[config.mk]
export PLATFORM = sky130hd
export DESIGN_NAME = frame_rate_meter_with_history_plot_flat
export DESIGN_NICKNAME = d
export VERILOG_FILES = /design/src/sv/frm_pkg.sv /design/src/sv/frm_req_if.sv /design/src/sv/frm_rsp_if.sv /design/src/sv/frm_div.sv /design/src/sv/frm_hist_ram.sv /design/src/sv/frm_plot.sv /design/src/sv/frame_rate_meter_with_history_plot.sv /design/src/flat_wrapper.sv
export SDC_FILE = /design/constraint.sdc
export NUM_CORES = 2
export LEC_CHECK = 0
export ABC_AREA = 0
export BUFFER_PORTS_ARGS = -buffer_cell sky130_fd_sc_hd__clkbuf_2
export CORE_MARGIN = 4
export CORE_UTILIZATION = 45
export DETAILED_ROUTE_END_ITERATION = 10
export GPL_TIMING_DRIVEN = 1
export HOLD_SLACK_MARGIN = 0.15
export PLACE_DENSITY = 0.67
export SYNTH_ARGS = -nofsm -noshare
export SYNTH_HDL_FRONTEND = slang
export SYNTH_SLANG_ARGS = --single-unit
[constraint.sdc]
create_clock -name clock -period 10.1 [get_ports clock]
set_input_delay 2.02 -clock clock [delete_from_list [all_inputs] [get_ports clock]]
set_output_delay 2.02 -clock clock [all_outputs]
set_load 0.01 [all_outputs]
[src/sv/frm_pkg.sv]
// ----------------------------------------------------------------------------
// frm_pkg
// Shared constants, widths and types of the frame rate meter.
// ----------------------------------------------------------------------------
`default_nettype none

package frm_pkg;

   // history ring
   localparam int HISTORY_DEPTH = 64;
   localparam int HIST_AW       = $clog2(HISTORY_DEPTH);
   localparam int STEPS         = HISTORY_DEPTH - 1;

   // field widths
   localparam int TIME_W = 32;
   localparam int CNT_W  = 16;
   localparam int RATE_W = 16;
   localparam int WIN_W  = 16;
   localparam int MARK_W = 8;
   localparam int CFG_W  = 12;
   localparam int POS_W  = 13;

   // rate arithmetic: rate = (count*2000 + elapsed) / (2*elapsed)
   localparam int FRAME_SCALE = 2000;
   localparam int SCALE_W     = 11;
   localparam int SCALED_W    = CNT_W + SCALE_W;
   localparam int DIV_W       = 33;
   localparam int DIV_CW      = $clog2(DIV_W);

   // x stepping: width / STEPS by reciprocal, exact for 12-bit widths
   localparam int ERR_W    = $clog2(2 * STEPS);
   localparam int X_SHIFT  = CFG_W + $clog2(STEPS);
   localparam int X_PROD_W = X_SHIFT + CFG_W;
   localparam int X_RECIP  = (2 ** X_SHIFT + STEPS - 1) / STEPS;

   // y scaling: min(v,90)*height/90 by reciprocal, exact below 2^19
   localparam int FULL_SCALE = 90;
   localparam int CLAMP_W    = 7;
   localparam int YP_W       = CLAMP_W + CFG_W;
   localparam int Y_SHIFT    = YP_W + CLAMP_W;
   localparam int Y_RECIP    = (2 ** Y_SHIFT + FULL_SCALE - 1) / FULL_SCALE;
   localparam int Y_RECIP_W  = $clog2(Y_RECIP + 1);
   localparam int YM_W       = YP_W + Y_RECIP_W;

   typedef struct packed {
      logic [MARK_W-1:0] low_rate_mark;
      logic [CFG_W-1:0]  left;
      logic [CFG_W-1:0]  top;
      logic [CFG_W-1:0]  width;
      logic [CFG_W-1:0]  height;
   } frm_cfg_type;

   typedef struct packed {
      logic               en;
      logic [HIST_AW-1:0] addr;
   } frm_rd_type;

   typedef struct packed {
      logic               en;
      logic [HIST_AW-1:0] addr;
      logic [RATE_W-1:0]  data;
   } frm_wr_type;

   typedef struct packed {
      logic              valid;
      logic [RATE_W-1:0] rate;
      logic [POS_W-1:0]  start_x;
      logic [POS_W-1:0]  start_y;
      logic [POS_W-1:0]  end_x;
      logic [POS_W-1:0]  end_y;
      logic              slow;
      logic              last;
   } frm_seg_type;

endpackage

`default_nettype wire

[src/sv/frm_req_if.sv]
// ----------------------------------------------------------------------------
// frm_req_if
// Request channel: frame event or plot request.
// ----------------------------------------------------------------------------
`default_nettype none

interface frm_req_if;
   logic                        valid;
   logic                        ready;
   logic                        command;
   logic [frm_pkg::TIME_W-1:0]  time_ms;

   modport source (output valid, output command, output time_ms, input ready);
   modport sink   (input valid, input command, input time_ms, output ready);
endinterface

`default_nettype wire

[src/sv/frm_rsp_if.sv]
// ----------------------------------------------------------------------------
// frm_rsp_if
// Result channel: rate samples and plot segments.
// ----------------------------------------------------------------------------
`default_nettype none

interface frm_rsp_if;
   logic                        valid;
   logic                        ready;
   logic                        kind;
   logic [frm_pkg::RATE_W-1:0]  rate;
   logic [frm_pkg::POS_W-1:0]   start_x;
   logic [frm_pkg::POS_W-1:0]   start_y;
   logic [frm_pkg::POS_W-1:0]   end_x;
   logic [frm_pkg::POS_W-1:0]   end_y;
   logic                        slow;
   logic                        last;

   modport source (output valid, output kind, output rate, output start_x, output start_y,
                   output end_x, output end_y, output slow, output last, input ready);
   modport sink   (input valid, input kind, input rate, input start_x, input start_y,
                   input end_x, input end_y, input slow, input last, output ready);
endinterface

`default_nettype wire

[src/sv/frm_div.sv]
// ----------------------------------------------------------------------------
// frm_div
// Restoring divider, one quotient bit per cycle.
// ----------------------------------------------------------------------------
`default_nettype none

module frm_div (
   input  logic                       clock,
   input  logic                       reset,
   input  logic                       start,
   input  logic [frm_pkg::DIV_W-1:0]  num,
   input  logic [frm_pkg::DIV_W-1:0]  den,
   output logic                       done,
   output logic [frm_pkg::DIV_W-1:0]  quo
);

   logic                        busy_ff;
   logic                        done_ff;
   logic [frm_pkg::DIV_CW-1:0]  cnt_ff;
   logic [frm_pkg::DIV_W-1:0]   rem_ff;
   logic [frm_pkg::DIV_W-1:0]   quo_ff;
   logic [frm_pkg::DIV_W-1:0]   den_ff;
   logic [frm_pkg::DIV_W:0]     rem_sh;
   logic                        ge;

   always_comb begin
      rem_sh = {rem_ff, quo_ff[frm_pkg::DIV_W-1]};
      ge     = rem_sh >= {1'b0, den_ff};
   end

   always_ff @(posedge clock) begin
      if (reset) begin
         busy_ff <= 1'b0;
         done_ff <= 1'b0;
         cnt_ff  <= '0;
      end else begin
         done_ff <= busy_ff && (cnt_ff == '0);
         if (start) begin
            busy_ff <= 1'b1;
            cnt_ff  <= frm_pkg::DIV_CW'(frm_pkg::DIV_W - 1);
         end else if (busy_ff) begin
            if (cnt_ff == '0) begin
               busy_ff <= 1'b0;
            end
            cnt_ff <= cnt_ff - 1'b1;
         end
      end
   end

   // numerator bits shift out of the top of quo_ff as quotient bits enter
   always_ff @(posedge clock) begin
      if (start) begin
         rem_ff <= '0;
         quo_ff <= num;
         den_ff <= den;
      end else if (busy_ff) begin
         rem_ff <= ge ? frm_pkg::DIV_W'(rem_sh - {1'b0, den_ff}) : rem_sh[frm_pkg::DIV_W-1:0];
         quo_ff <= {quo_ff[frm_pkg::DIV_W-2:0], ge};
      end
   end

   assign done = done_ff;
   assign quo  = quo_ff;

endmodule

`default_nettype wire

[src/sv/frm_hist_ram.sv]
// ----------------------------------------------------------------------------
// frm_hist_ram
// Rate history memory, one write and one registered read port.
// Entries never written since reset read as zero.
// ----------------------------------------------------------------------------
`default_nettype none

module frm_hist_ram (
   input  logic                        clock,
   input  logic                        reset,
   input  frm_pkg::frm_rd_type         rd,
   input  frm_pkg::frm_wr_type         wr,
   output logic [frm_pkg::RATE_W-1:0]  rd_data
);

   logic [frm_pkg::RATE_W-1:0]         mem [frm_pkg::HISTORY_DEPTH];
   logic [frm_pkg::HISTORY_DEPTH-1:0]  valid_ff;
   logic [frm_pkg::RATE_W-1:0]         data_ff;
   logic                               hit_ff;

   always_ff @(posedge clock) begin
      if (reset) begin
         valid_ff <= '0;
      end else if (wr.en) begin
         valid_ff[wr.addr] <= 1'b1;
      end
   end

   always_ff @(posedge clock) begin
      if (wr.en) begin
         mem[wr.addr] <= wr.data;
      end
   end

   always_ff @(posedge clock) begin
      if (rd.en) begin
         data_ff <= mem[rd.addr];
         hit_ff  <= valid_ff[rd.addr];
      end
   end

   assign rd_data = hit_ff ? data_ff : '0;

endmodule

`default_nettype wire

[src/sv/frm_plot.sv]
// ----------------------------------------------------------------------------
// frm_plot
// Plot engine: walks the history ring oldest first, one read per cycle
// on adv, scales entries to y positions, pairs neighbors into segments.
// ----------------------------------------------------------------------------
`default_nettype none

module frm_plot (
   input  logic                         clock,
   input  logic                         reset,
   input  logic                         start,
   input  logic [frm_pkg::HIST_AW-1:0]  wp,
   input  frm_pkg::frm_cfg_type         cfg,
   input  logic                         adv,
   output frm_pkg::frm_rd_type          rd,
   input  logic [frm_pkg::RATE_W-1:0]   rd_data,
   output frm_pkg::frm_seg_type         seg,
   output logic                         busy
);

   typedef enum logic [4:0] {
      P_IDLE  = 5'b00001,
      P_QUO   = 5'b00010,
      P_REM   = 5'b00100,
      P_ISSUE = 5'b01000,
      P_DRAIN = 5'b10000
   } plot_state_type;

   plot_state_type                 state_ff, state_in;
   logic [frm_pkg::CFG_W-1:0]      q_ff;
   logic [frm_pkg::ERR_W-1:0]      r_ff;
   logic [frm_pkg::HIST_AW-1:0]    addr_ff;
   logic [frm_pkg::HIST_AW-1:0]    j_ff;

   logic                           v1_ff, first1_ff, last1_ff;
   logic                           v2_ff, first2_ff, last2_ff;
   logic                           v3_ff, first3_ff, last3_ff;
   logic [frm_pkg::CLAMP_W-1:0]    c2_ff, c3_ff;
   logic [frm_pkg::YP_W-1:0]       p2_ff;
   logic [frm_pkg::POS_W-1:0]      y3_ff;

   logic [frm_pkg::POS_W-1:0]      cur_x_ff;
   logic [frm_pkg::ERR_W-1:0]      err_ff;
   logic [frm_pkg::POS_W-1:0]      prev_y_ff;

   logic                           issuing;
   logic                           issue;
   logic                           j_end;
   logic [frm_pkg::X_PROD_W-1:0]   xprod;
   logic [frm_pkg::CFG_W-1:0]      qr_prod;
   logic [frm_pkg::CLAMP_W-1:0]    c1;
   logic [frm_pkg::YP_W-1:0]       p1;
   logic [frm_pkg::YM_W-1:0]       yprod;
   logic [frm_pkg::POS_W-1:0]      bottom;
   logic [frm_pkg::POS_W-1:0]      y2;
   logic [frm_pkg::ERR_W-1:0]      err_sum;
   logic [frm_pkg::ERR_W-1:0]      err_next;
   logic                           wrap;
   logic [frm_pkg::POS_W-1:0]      next_x;

   always_comb begin
      state_in = state_ff;
      case (state_ff)
         P_IDLE:  if (start) state_in = P_QUO;
         P_QUO:   state_in = P_REM;
         P_REM:   state_in = P_ISSUE;
         P_ISSUE: if (adv && j_end) state_in = P_DRAIN;
         P_DRAIN: if (!v1_ff && !v2_ff && !v3_ff) state_in = P_IDLE;
         default: state_in = P_IDLE;
      endcase
   end

   always_comb begin
      issuing = (state_ff == P_ISSUE);
      issue   = issuing && adv;
      j_end   = (j_ff == frm_pkg::HIST_AW'(frm_pkg::STEPS));

      // x step quotient and remainder
      xprod   = frm_pkg::X_PROD_W'(cfg.width) * frm_pkg::X_PROD_W'(frm_pkg::X_RECIP);
      qr_prod = frm_pkg::CFG_W'(q_ff * frm_pkg::CFG_W'(frm_pkg::STEPS));

      // stage 1: clamp and scale by height
      c1 = (rd_data > frm_pkg::RATE_W'(frm_pkg::FULL_SCALE)) ?
           frm_pkg::CLAMP_W'(frm_pkg::FULL_SCALE) : rd_data[frm_pkg::CLAMP_W-1:0];
      p1 = frm_pkg::YP_W'(c1) * frm_pkg::YP_W'(cfg.height);

      // stage 2: divide by full scale, measure down from the bottom edge
      yprod  = frm_pkg::YM_W'(p2_ff) * frm_pkg::YM_W'(frm_pkg::Y_RECIP);
      bottom = frm_pkg::POS_W'(cfg.top) + frm_pkg::POS_W'(cfg.height);
      y2     = bottom - frm_pkg::POS_W'(yprod[frm_pkg::Y_SHIFT +: frm_pkg::CFG_W]);

      // output stage: x advance with remainder accumulation
      err_sum  = err_ff + r_ff;
      wrap     = (err_sum >= frm_pkg::ERR_W'(frm_pkg::STEPS));
      err_next = wrap ? err_sum - frm_pkg::ERR_W'(frm_pkg::STEPS) : err_sum;
      next_x   = cur_x_ff + frm_pkg::POS_W'(q_ff) + frm_pkg::POS_W'(wrap);
   end

   always_ff @(posedge clock) begin
      if (reset) begin
         state_ff <= P_IDLE;
         v1_ff    <= 1'b0;
         v2_ff    <= 1'b0;
         v3_ff    <= 1'b0;
      end else begin
         state_ff <= state_in;
         if (adv) begin
            v1_ff <= issuing;
            v2_ff <= v1_ff;
            v3_ff <= v2_ff;
         end
      end
   end

   always_ff @(posedge clock) begin
      if (state_ff == P_IDLE && start) begin
         addr_ff  <= wp;
         j_ff     <= '0;
         cur_x_ff <= frm_pkg::POS_W'(cfg.left);
         err_ff   <= '0;
      end
      if (state_ff == P_QUO) begin
         q_ff <= xprod[frm_pkg::X_SHIFT +: frm_pkg::CFG_W];
      end
      if (state_ff == P_REM) begin
         r_ff <= frm_pkg::ERR_W'(cfg.width - qr_prod);
      end
      if (issue) begin
         j_ff    <= j_ff + 1'b1;
         addr_ff <= (addr_ff == frm_pkg::HIST_AW'(frm_pkg::STEPS)) ? '0 : addr_ff + 1'b1;
      end
      if (adv) begin
         first1_ff <= (j_ff == '0);
         last1_ff  <= j_end;
         first2_ff <= first1_ff;
         last2_ff  <= last1_ff;
         c2_ff     <= c1;
         p2_ff     <= p1;
         first3_ff <= first2_ff;
         last3_ff  <= last2_ff;
         c3_ff     <= c2_ff;
         y3_ff     <= y2;
      end
      if (adv && v3_ff) begin
         prev_y_ff <= y3_ff;
         if (!first3_ff) begin
            cur_x_ff <= next_x;
            err_ff   <= err_next;
         end
      end
   end

   always_comb begin
      rd.en   = issue;
      rd.addr = addr_ff;

      seg.valid   = v3_ff && !first3_ff;
      seg.rate    = frm_pkg::RATE_W'(c3_ff);
      seg.start_x = cur_x_ff;
      seg.start_y = prev_y_ff;
      seg.end_x   = next_x;
      seg.end_y   = y3_ff;
      seg.slow    = frm_pkg::MARK_W'(c3_ff) < cfg.low_rate_mark;
      seg.last    = last3_ff;

      busy = (state_ff != P_IDLE);
   end

endmodule

`default_nettype wire

[src/sv/frame_rate_meter_with_history_plot.sv]
// ----------------------------------------------------------------------------
// frame_rate_meter_with_history_plot
// Frame rate meter with a 64-entry rate history and a line-graph plotter.
//
//   channel  dir  handshake               payload
//   req_ch   in   valid/ready             command, time_ms
//   rsp_ch   out  valid/ready             kind, rate, start_x/y, end_x/y, slow, last
//   APB      in   psel/penable, pready=1  paddr, pwdata / prdata
//
// One request at a time. A frame that does not close the window stops after
// ST_CHECK; one that closes it goes on through ST_DIV and ST_EMIT. The rate
// divider is serial and yields one of 33 quotient bits per cycle. A plot
// request sets up the x step (P_QUO, P_REM), then one history read per cycle
// unless rsp_ch stalls (64 reads, one memory read port), then a 3-stage drain.
// Reset clears the history at once through per-entry valid bits; no clearing
// pass. A result in the output register does not block the next request.
// ----------------------------------------------------------------------------
`default_nettype none

module frame_rate_meter_with_history_plot (
   input  logic         clock,
   input  logic         reset,
   frm_req_if.sink      req_ch,
   frm_rsp_if.source    rsp_ch,
   input  logic         psel,
   input  logic         penable,
   input  logic         pwrite,
   input  logic [4:0]   paddr,
   input  logic [31:0]  pwdata,
   output logic [31:0]  prdata,
   output logic         pready
);

   // register map, byte address 4*index
   localparam logic [2:0] REG_WINDOW = 3'd0;
   localparam logic [2:0] REG_MARK   = 3'd1;
   localparam logic [2:0] REG_LEFT   = 3'd2;
   localparam logic [2:0] REG_TOP    = 3'd3;
   localparam logic [2:0] REG_WIDTH  = 3'd4;
   localparam logic [2:0] REG_HEIGHT = 3'd5;

   localparam logic CMD_FRAME = 1'b0;
   localparam logic KIND_RATE = 1'b0;
   localparam logic KIND_SEG  = 1'b1;

   typedef enum logic [4:0] {
      ST_IDLE  = 5'b00001,
      ST_CHECK = 5'b00010,
      ST_DIV   = 5'b00100,
      ST_EMIT  = 5'b01000,
      ST_PLOT  = 5'b10000
   } top_state_type;

   // configuration registers
   logic [frm_pkg::WIN_W-1:0]   window_ff;
   logic [frm_pkg::MARK_W-1:0]  mark_ff;
   logic [frm_pkg::CFG_W-1:0]   left_ff;
   logic [frm_pkg::CFG_W-1:0]   top_ff;
   logic [frm_pkg::CFG_W-1:0]   width_ff;
   logic [frm_pkg::CFG_W-1:0]   height_ff;
   logic                        csr_wr;
   logic [2:0]                  csr_idx;

   // meter state
   top_state_type                state_ff, state_in;
   logic [frm_pkg::TIME_W-1:0]   start_ff;
   logic [frm_pkg::CNT_W-1:0]    count_ff;
   logic [frm_pkg::HIST_AW-1:0]  wp_ff;
   logic [frm_pkg::TIME_W-1:0]   elapsed_ff;
   logic [frm_pkg::TIME_W-1:0]   now_ff;
   logic [frm_pkg::RATE_W-1:0]   rate_ff;

   // output register
   logic                         rsp_valid_ff;
   logic                         rsp_kind_ff;
   logic [frm_pkg::RATE_W-1:0]   rsp_rate_ff;
   logic [frm_pkg::POS_W-1:0]    rsp_sx_ff, rsp_sy_ff, rsp_ex_ff, rsp_ey_ff;
   logic                         rsp_slow_ff;
   logic                         rsp_last_ff;

   logic                          accept;
   logic                          out_free;
   logic                          close_window;
   logic [frm_pkg::SCALED_W-1:0]  scaled_cnt;
   logic [frm_pkg::DIV_W-1:0]     div_num;
   logic [frm_pkg::DIV_W-1:0]     div_den;
   logic                          div_start;
   logic                          div_done;
   logic [frm_pkg::DIV_W-1:0]     div_quo;
   logic                          emit_rate;
   logic                          plot_start;
   logic                          plot_busy;
   frm_pkg::frm_cfg_type          cfg;
   frm_pkg::frm_rd_type           rd;
   frm_pkg::frm_wr_type           wr;
   frm_pkg::frm_seg_type          seg;
   logic [frm_pkg::RATE_W-1:0]    rd_data;

   // ---------------- configuration port ----------------
   assign pready  = 1'b1;
   assign csr_wr  = psel && penable && pwrite;
   assign csr_idx = paddr[4:2];

   always_ff @(posedge clock) begin
      if (reset) begin
         window_ff <= frm_pkg::WIN_W'(300);
         mark_ff   <= frm_pkg::MARK_W'(30);
         left_ff   <= '0;
         top_ff    <= '0;
         width_ff  <= '0;
         height_ff <= '0;
      end else if (csr_wr) begin
         case (csr_idx)
            REG_WINDOW: window_ff <= pwdata[frm_pkg::WIN_W-1:0];
            REG_MARK:   mark_ff   <= pwdata[frm_pkg::MARK_W-1:0];
            REG_LEFT:   left_ff   <= pwdata[frm_pkg::CFG_W-1:0];
            REG_TOP:    top_ff    <= pwdata[frm_pkg::CFG_W-1:0];
            REG_WIDTH:  width_ff  <= pwdata[frm_pkg::CFG_W-1:0];
            REG_HEIGHT: height_ff <= pwdata[frm_pkg::CFG_W-1:0];
            default: ;
         endcase
      end
   end

   always_comb begin
      case (csr_idx)
         REG_WINDOW: prdata = 32'(window_ff);
         REG_MARK:   prdata = 32'(mark_ff);
         REG_LEFT:   prdata = 32'(left_ff);
         REG_TOP:    prdata = 32'(top_ff);
         REG_WIDTH:  prdata = 32'(width_ff);
         REG_HEIGHT: prdata = 32'(height_ff);
         default:    prdata = '0;
      endcase
   end

   always_comb begin
      cfg.low_rate_mark = mark_ff;
      cfg.left          = left_ff;
      cfg.top           = top_ff;
      cfg.width         = width_ff;
      cfg.height        = height_ff;
   end

   // ---------------- request sequencing ----------------
   assign req_ch.ready = (state_ff == ST_IDLE);
   assign accept       = req_ch.valid && req_ch.ready;
   assign out_free     = !rsp_valid_ff || rsp_ch.ready;

   always_comb begin
      // window closes once the wrapped elapsed time exceeds window_ms
      close_window = elapsed_ff > frm_pkg::TIME_W'(window_ff);
      scaled_cnt   = frm_pkg::SCALED_W'(count_ff) *
                     frm_pkg::SCALED_W'(frm_pkg::FRAME_SCALE);
      // add elapsed for round-half-up, divide by 2*elapsed
      div_num      = frm_pkg::DIV_W'(scaled_cnt) + frm_pkg::DIV_W'(elapsed_ff);
      div_den      = {elapsed_ff, 1'b0};
      div_start    = (state_ff == ST_CHECK) && close_window;
      emit_rate    = (state_ff == ST_EMIT) && out_free;
      plot_start   = accept && (req_ch.command != CMD_FRAME);
   end

   always_comb begin
      state_in = state_ff;
      case (state_ff)
         ST_IDLE: begin
            if (accept) begin
               state_in = (req_ch.command == CMD_FRAME) ? ST_CHECK : ST_PLOT;
            end
         end
         ST_CHECK: state_in = close_window ? ST_DIV : ST_IDLE;
         ST_DIV:   if (div_done) state_in = ST_EMIT;
         ST_EMIT:  if (out_free) state_in = ST_IDLE;
         ST_PLOT:  if (!plot_busy) state_in = ST_IDLE;
         default:  state_in = ST_IDLE;
      endcase
   end

   always_ff @(posedge clock) begin
      if (reset) begin
         state_ff <= ST_IDLE;
         start_ff <= '0;
         count_ff <= '0;
         wp_ff    <= '0;
      end else begin
         state_ff <= state_in;
         if (accept && req_ch.command == CMD_FRAME && count_ff != '1) begin
            count_ff <= count_ff + 1'b1;
         end
         if (emit_rate) begin
            count_ff <= '0;
            start_ff <= now_ff;
            wp_ff    <= (wp_ff == frm_pkg::HIST_AW'(frm_pkg::STEPS)) ? '0 : wp_ff + 1'b1;
         end
      end
   end

   always_ff @(posedge clock) begin
      if (accept) begin
         elapsed_ff <= req_ch.time_ms - start_ff;
         now_ff     <= req_ch.time_ms;
      end
      // saturate the quotient to 16 bits
      if (state_ff == ST_DIV && div_done) begin
         rate_ff <= (div_quo[frm_pkg::DIV_W-1:frm_pkg::RATE_W] != '0) ?
                    '1 : div_quo[frm_pkg::RATE_W-1:0];
      end
   end

   frm_div u_div (
      .clock (clock),
      .reset (reset),
      .start (div_start),
      .num   (div_num),
      .den   (div_den),
      .done  (div_done),
      .quo   (div_quo)
   );

   // ---------------- history memory ----------------
   always_comb begin
      wr.en   = emit_rate;
      wr.addr = wp_ff;
      wr.data = rate_ff;
   end

   frm_hist_ram u_ram (
      .clock   (clock),
      .reset   (reset),
      .rd      (rd),
      .wr      (wr),
      .rd_data (rd_data)
   );

   frm_plot u_plot (
      .clock   (clock),
      .reset   (reset),
      .start   (plot_start),
      .wp      (wp_ff),
      .cfg     (cfg),
      .adv     (out_free),
      .rd      (rd),
      .rd_data (rd_data),
      .seg     (seg),
      .busy    (plot_busy)
   );

   // ---------------- output register ----------------
   always_ff @(posedge clock) begin
      if (reset) begin
         rsp_valid_ff <= 1'b0;
      end else if (out_free) begin
         rsp_valid_ff <= emit_rate || seg.valid;
      end
   end

   always_ff @(posedge clock) begin
      if (emit_rate) begin
         rsp_kind_ff <= KIND_RATE;
         rsp_rate_ff <= rate_ff;
         rsp_sx_ff   <= '0;
         rsp_sy_ff   <= '0;
         rsp_ex_ff   <= '0;
         rsp_ey_ff   <= '0;
         rsp_slow_ff <= 1'b0;
         rsp_last_ff <= 1'b1;
      end else if (out_free && seg.valid) begin
         rsp_kind_ff <= KIND_SEG;
         rsp_rate_ff <= seg.rate;
         rsp_sx_ff   <= seg.start_x;
         rsp_sy_ff   <= seg.start_y;
         rsp_ex_ff   <= seg.end_x;
         rsp_ey_ff   <= seg.end_y;
         rsp_slow_ff <= seg.slow;
         rsp_last_ff <= seg.last;
      end
   end

   assign rsp_ch.valid   = rsp_valid_ff;
   assign rsp_ch.kind    = rsp_kind_ff;
   assign rsp_ch.rate    = rsp_rate_ff;
   assign rsp_ch.start_x = rsp_sx_ff;
   assign rsp_ch.start_y = rsp_sy_ff;
   assign rsp_ch.end_x   = rsp_ex_ff;
   assign rsp_ch.end_y   = rsp_ey_ff;
   assign rsp_ch.slow    = rsp_slow_ff;
   assign rsp_ch.last    = rsp_last_ff;

endmodule

`default_nettype wire
[src/flat_wrapper.sv]
// flat-port wrapper written by rule: the top's interface ports become plain ports
module frame_rate_meter_with_history_plot_flat 
  (clock, reset, psel, penable, pwrite, paddr, pwdata, prdata, pready, req_ch_valid, req_ch_command, req_ch_time_ms, req_ch_ready, rsp_ch_valid, rsp_ch_kind, rsp_ch_rate, rsp_ch_start_x, rsp_ch_start_y, rsp_ch_end_x, rsp_ch_end_y, rsp_ch_slow, rsp_ch_last, rsp_ch_ready);
  frm_req_if req_ch_i ();
  frm_rsp_if rsp_ch_i ();
  input  logic clock;
  input  logic reset;
  input  logic psel;
  input  logic penable;
  input  logic pwrite;
  input  logic [4:0] paddr;
  input  logic [31:0] pwdata;
  output logic [31:0] prdata;
  output logic pready;
  input wire logic [$bits(req_ch_i.valid)-1:0] req_ch_valid;
  input wire logic [$bits(req_ch_i.command)-1:0] req_ch_command;
  input wire logic [$bits(req_ch_i.time_ms)-1:0] req_ch_time_ms;
  output wire logic [$bits(req_ch_i.ready)-1:0] req_ch_ready;
  output wire logic [$bits(rsp_ch_i.valid)-1:0] rsp_ch_valid;
  output wire logic [$bits(rsp_ch_i.kind)-1:0] rsp_ch_kind;
  output wire logic [$bits(rsp_ch_i.rate)-1:0] rsp_ch_rate;
  output wire logic [$bits(rsp_ch_i.start_x)-1:0] rsp_ch_start_x;
  output wire logic [$bits(rsp_ch_i.start_y)-1:0] rsp_ch_start_y;
  output wire logic [$bits(rsp_ch_i.end_x)-1:0] rsp_ch_end_x;
  output wire logic [$bits(rsp_ch_i.end_y)-1:0] rsp_ch_end_y;
  output wire logic [$bits(rsp_ch_i.slow)-1:0] rsp_ch_slow;
  output wire logic [$bits(rsp_ch_i.last)-1:0] rsp_ch_last;
  input wire logic [$bits(rsp_ch_i.ready)-1:0] rsp_ch_ready;
  assign req_ch_i.valid = req_ch_valid;
  assign req_ch_i.command = req_ch_command;
  assign req_ch_i.time_ms = req_ch_time_ms;
  assign req_ch_ready = req_ch_i.ready;
  assign rsp_ch_valid = rsp_ch_i.valid;
  assign rsp_ch_kind = rsp_ch_i.kind;
  assign rsp_ch_rate = rsp_ch_i.rate;
  assign rsp_ch_start_x = rsp_ch_i.start_x;
  assign rsp_ch_start_y = rsp_ch_i.start_y;
  assign rsp_ch_end_x = rsp_ch_i.end_x;
  assign rsp_ch_end_y = rsp_ch_i.end_y;
  assign rsp_ch_slow = rsp_ch_i.slow;
  assign rsp_ch_last = rsp_ch_i.last;
  assign rsp_ch_i.ready = rsp_ch_ready;
  frame_rate_meter_with_history_plot u_core (.clock(clock), .reset(reset), .req_ch(req_ch_i), .rsp_ch(rsp_ch_i), .psel(psel), .penable(penable), .pwrite(pwrite), .paddr(paddr), .pwdata(pwdata), .prdata(prdata), .pready(pready));
endmodule
==> reports/qor.txt <==
CP endpoint kind: flip-flop
Post-Layout Cell Count: 8812
CP top delay family: adder cells
Remaining Overflow, GRT: 0
Die area: 185000 µm²
Worst slew pin tran: 1.22 ns
Total power divided by cell area: 169 nW/µm²
Chip width: 430 µm
Hold Fails Final Rpt: 0
RSZ-0062 raised after global routing: false
Cell count after synthesis: 6164
Synth Flop Type: edfxtp_1
Share of layout cells above drive strength 1: 12.2%
Register area: 45200 µm²
TritonCTS Sinks: 1613
CTS tree: yes
CTS clk-pin slew, worst paths: 0.06 ns
# IOs: 183
Fillers: 15000
Seq cells post-synth: 1613
WL met2: 94100 µm
Most common cell in the netlist: edfxtp_1
Synth unique cells: 94
Final setup vio count: 0
Pin count of the biggest net entering global routing: 128
Bufs on Longest Clock Path: 3
Async S/R FF share, synth: 0%
Met3 WL: 11000 µm
Commonest cells post-synth: edfxtp_1 (1293), nand2_1 (525), inv_1 (513)
CTS H-tree lvls: 4
CTS buffer count: 164
1st-iter DRT viols: 4098
Total number of vias: 49200
Buf/Inv on CP: 3
Startpoint type of the worst setup path: flip-flop
Crit path top cell by count: fa_1
Post-CTS sizing: 0
Vias per inst: 5.58
Share of the synthesized area in the top cell type: 48.4%
Rows: 154
Root Driver: clkbuf_16
FMAX: 117 MHz
Setup Fix Bufs, Post-CTS: 0
CP Max Fanout: 5
Mapped cell area: 80300 µm²
Ranking of synthesized cells by area: edfxtp_1 (48%), dfxtp_1 (8.0%), ha_1 (6.9%)
CP arrival: 9.09 ns
Synth Warn #: 0
IO buf count: 147
Maxcap violations: 0
Vert. Die Dim: 430 µm
Highest metal used: met4
EDFF count, synth: 1293
Final nets: 7110
Fin crit period: 8.58 ns
Hold crit path type: flip-flop to flip-flop
DP Cell Count: 8512
Setup_tns: 0 ns
Fin crit share: 85.0%
LEAKAGE: 30.7 nW
CP peak stage delay: 0.55 ns
Area grow syn2layout: 11.2%
Slowest CP cell: fa_1
Vias in the first global route: 49000
Worst-Skew Late Latency: 0.82 ns
Core Area: 177000 µm²
CP Data Required Time: 10.60 ns
Initial core utilization: 45.4%
Multi-input gate area: 32100 µm²
Register area share after synthesis: 56.4%
Post-Route WL: 191000 µm
Met1 WL: 80500 µm
DRC viols: 0
GP Congestion: 0.878
Number of antenna-violating nets in the routed design: 0
First-pass GRT wire length: 290000 µm
Syn avg cell area: 13.0 µm²
Post-DP HPWL: 125000 µm
Worst slew margin: 18.5%
Cts hold-fix bufs: 0
Clk_skew: 0.0918 ns
Largest area contributor in the netlist: edfxtp_1
Gr usage total: 20.2%
Outcome: completed
Final Max Slew Viols: 0
Routed wire per std cell: 21.7 µm
Initial antenna violation count: 7
Worst VDD drop: 0.153 mV
WS Path Type: flip-flop to flip-flop
DR pass1 iterations: 6
==> routing by layer <==
metal	vias to the layer above	GRT usage, %
met5	-	0
met4	0	6.01
met1	24700	27.2
met3	294	2.68
met2	1461	34.5
li1	22700	-
==> where the power goes <==
part	switching (mW)	total [mW]	internal (mW)	leakage [nW]
Clock	2.59	6.02	3.43	2.60
Sequential	0.134	7.40	7.26	10.9
Combinational	0.992	1.67	0.676	17.2
Total	3.71	15.1	11.4	30.7
==> cells in the final DEF, fill, tap and decap left out, drive strengths merged, types with 15 or more instances in the layout <==
cell type	instances
a211oi	27
a21o	73
a21oi	412
a31oi	21
and2	52
and3	19
buf	122
clkbuf	387
clkinv	41
conb	17
dfxtp	320
edfxtp	1293
fa	255
ha	440
inv	517
mux2	71
mux2i	286
mux4	155
nand2	526
nand2b	46
nand3	58
nand3b	18
nand4	27
nor2	383
nor2b	30
nor3	51
nor4	20
o211ai	15
o21a	22
o21ai	220
o21bai	21
o221ai	72
o22ai	80
xnor2	135
xor2	67
==> worst register-to-register path, delay by kind of cell (launching register included) <==
family | cells | cell delay [ns]
adder cells (fa/ha/maj) | 9 | 4.15
AO/OA/AOI/OAI | 14 | 2.82
AND/OR/NAND/NOR | 3 | 0.59
flip-flops | 1 | 0.52
buffers and inverters | 3 | 0.16
XOR/XNOR | 1 | 0.12
==> path summary, 6_finish.rpt <==
| check | slack, ns | startpoint | to | cells after the start |
|---|---|---|---|---|
| worst max-delay path | 1.52 | u_core.u_plot.p2_ff[10] | u_core.u_plot.y3_ff[10] | 30 |
| worst min-delay path | 0.40 | u_core.u_plot.first1_ff | u_core.u_plot.first2_ff | 0 |
| worst max register to register | 1.52 | u_core.u_plot.p2_ff[10] | u_core.u_plot.y3_ff[10] | 30 |
| worst min register to register | 0.40 | u_core.u_plot.first1_ff | u_core.u_plot.first2_ff | 0 |
==> flip-flops by register name (all words and copies together), names as in the netlist, 13 cells and up <==
| signal | flops |
|---|---|
| u_core.window_ff | 16 |
| u_core.u_plot.prev_y_ff | 13 |
| u_core.u_div.quo | 33 |
| u_core.count_ff | 16 |
| u_core.u_ram.valid_ff | 64 |
| u_core.u_ram.data_ff | 16 |
| u_core.u_ram.mem | 1024 |
| u_core.rsp_ch.start_y | 13 |
| u_core.rate_ff | 16 |
| u_core.rsp_ch.start_x | 13 |
| u_core.u_plot.y3_ff | 13 |
| u_core.rsp_ch.end_x | 13 |
| u_core.rsp_ch.end_y | 13 |
| u_core.u_div.den_ff | 32 |
| u_core.start_ff | 32 |
| u_core.u_plot.cur_x_ff | 13 |
| u_core.u_div.rem_ff | 33 |
| u_core.u_plot.p2_ff | 19 |
| u_core.rsp_ch.rate | 16 |
| u_core.elapsed_ff | 32 |
| u_core.now_ff | 32 |
==> stage by stage <==
step	util, %	cell area (µm²)	worst slack (ns)	power (mW)	hold slack, ns
2_1_floorplan	-	80300	2.12	8.74	0.400
3_3_place_gp	47.4	83800	1.60	9.15	0.401
3_5_place_dp	47.4	83800	1.52	9.19	0.406
4_1_cts	50.5	89200	1.49	15.2	0.405
5_1_grt	50.5	89200	0.996	15.7	0.408
6_report	50.5	89200	1.52	15.1	0.399
==> kinds of logic after synthesis <==
family,share of synthesized area [%]
xor+xnor,2.20
simple gates,7.16
mux,8.91
compound gates,8.29
buf+inv,3.85
other cells,0.00936
fa+ha+maj,13.2
flops,56.4
==> final cells by class <==
class                      count  area share, %
sequential                  1613           50.7
tap                         2340           3.28
timing repair buffer         268           1.88
antenna                        2        0.00561
multi-input combinational   3778           35.9
clock inverter                57          0.885
clock buffer                 241           5.17
inverter                     513           2.16
Note: power is estimated with default switching activity, not from simulation.
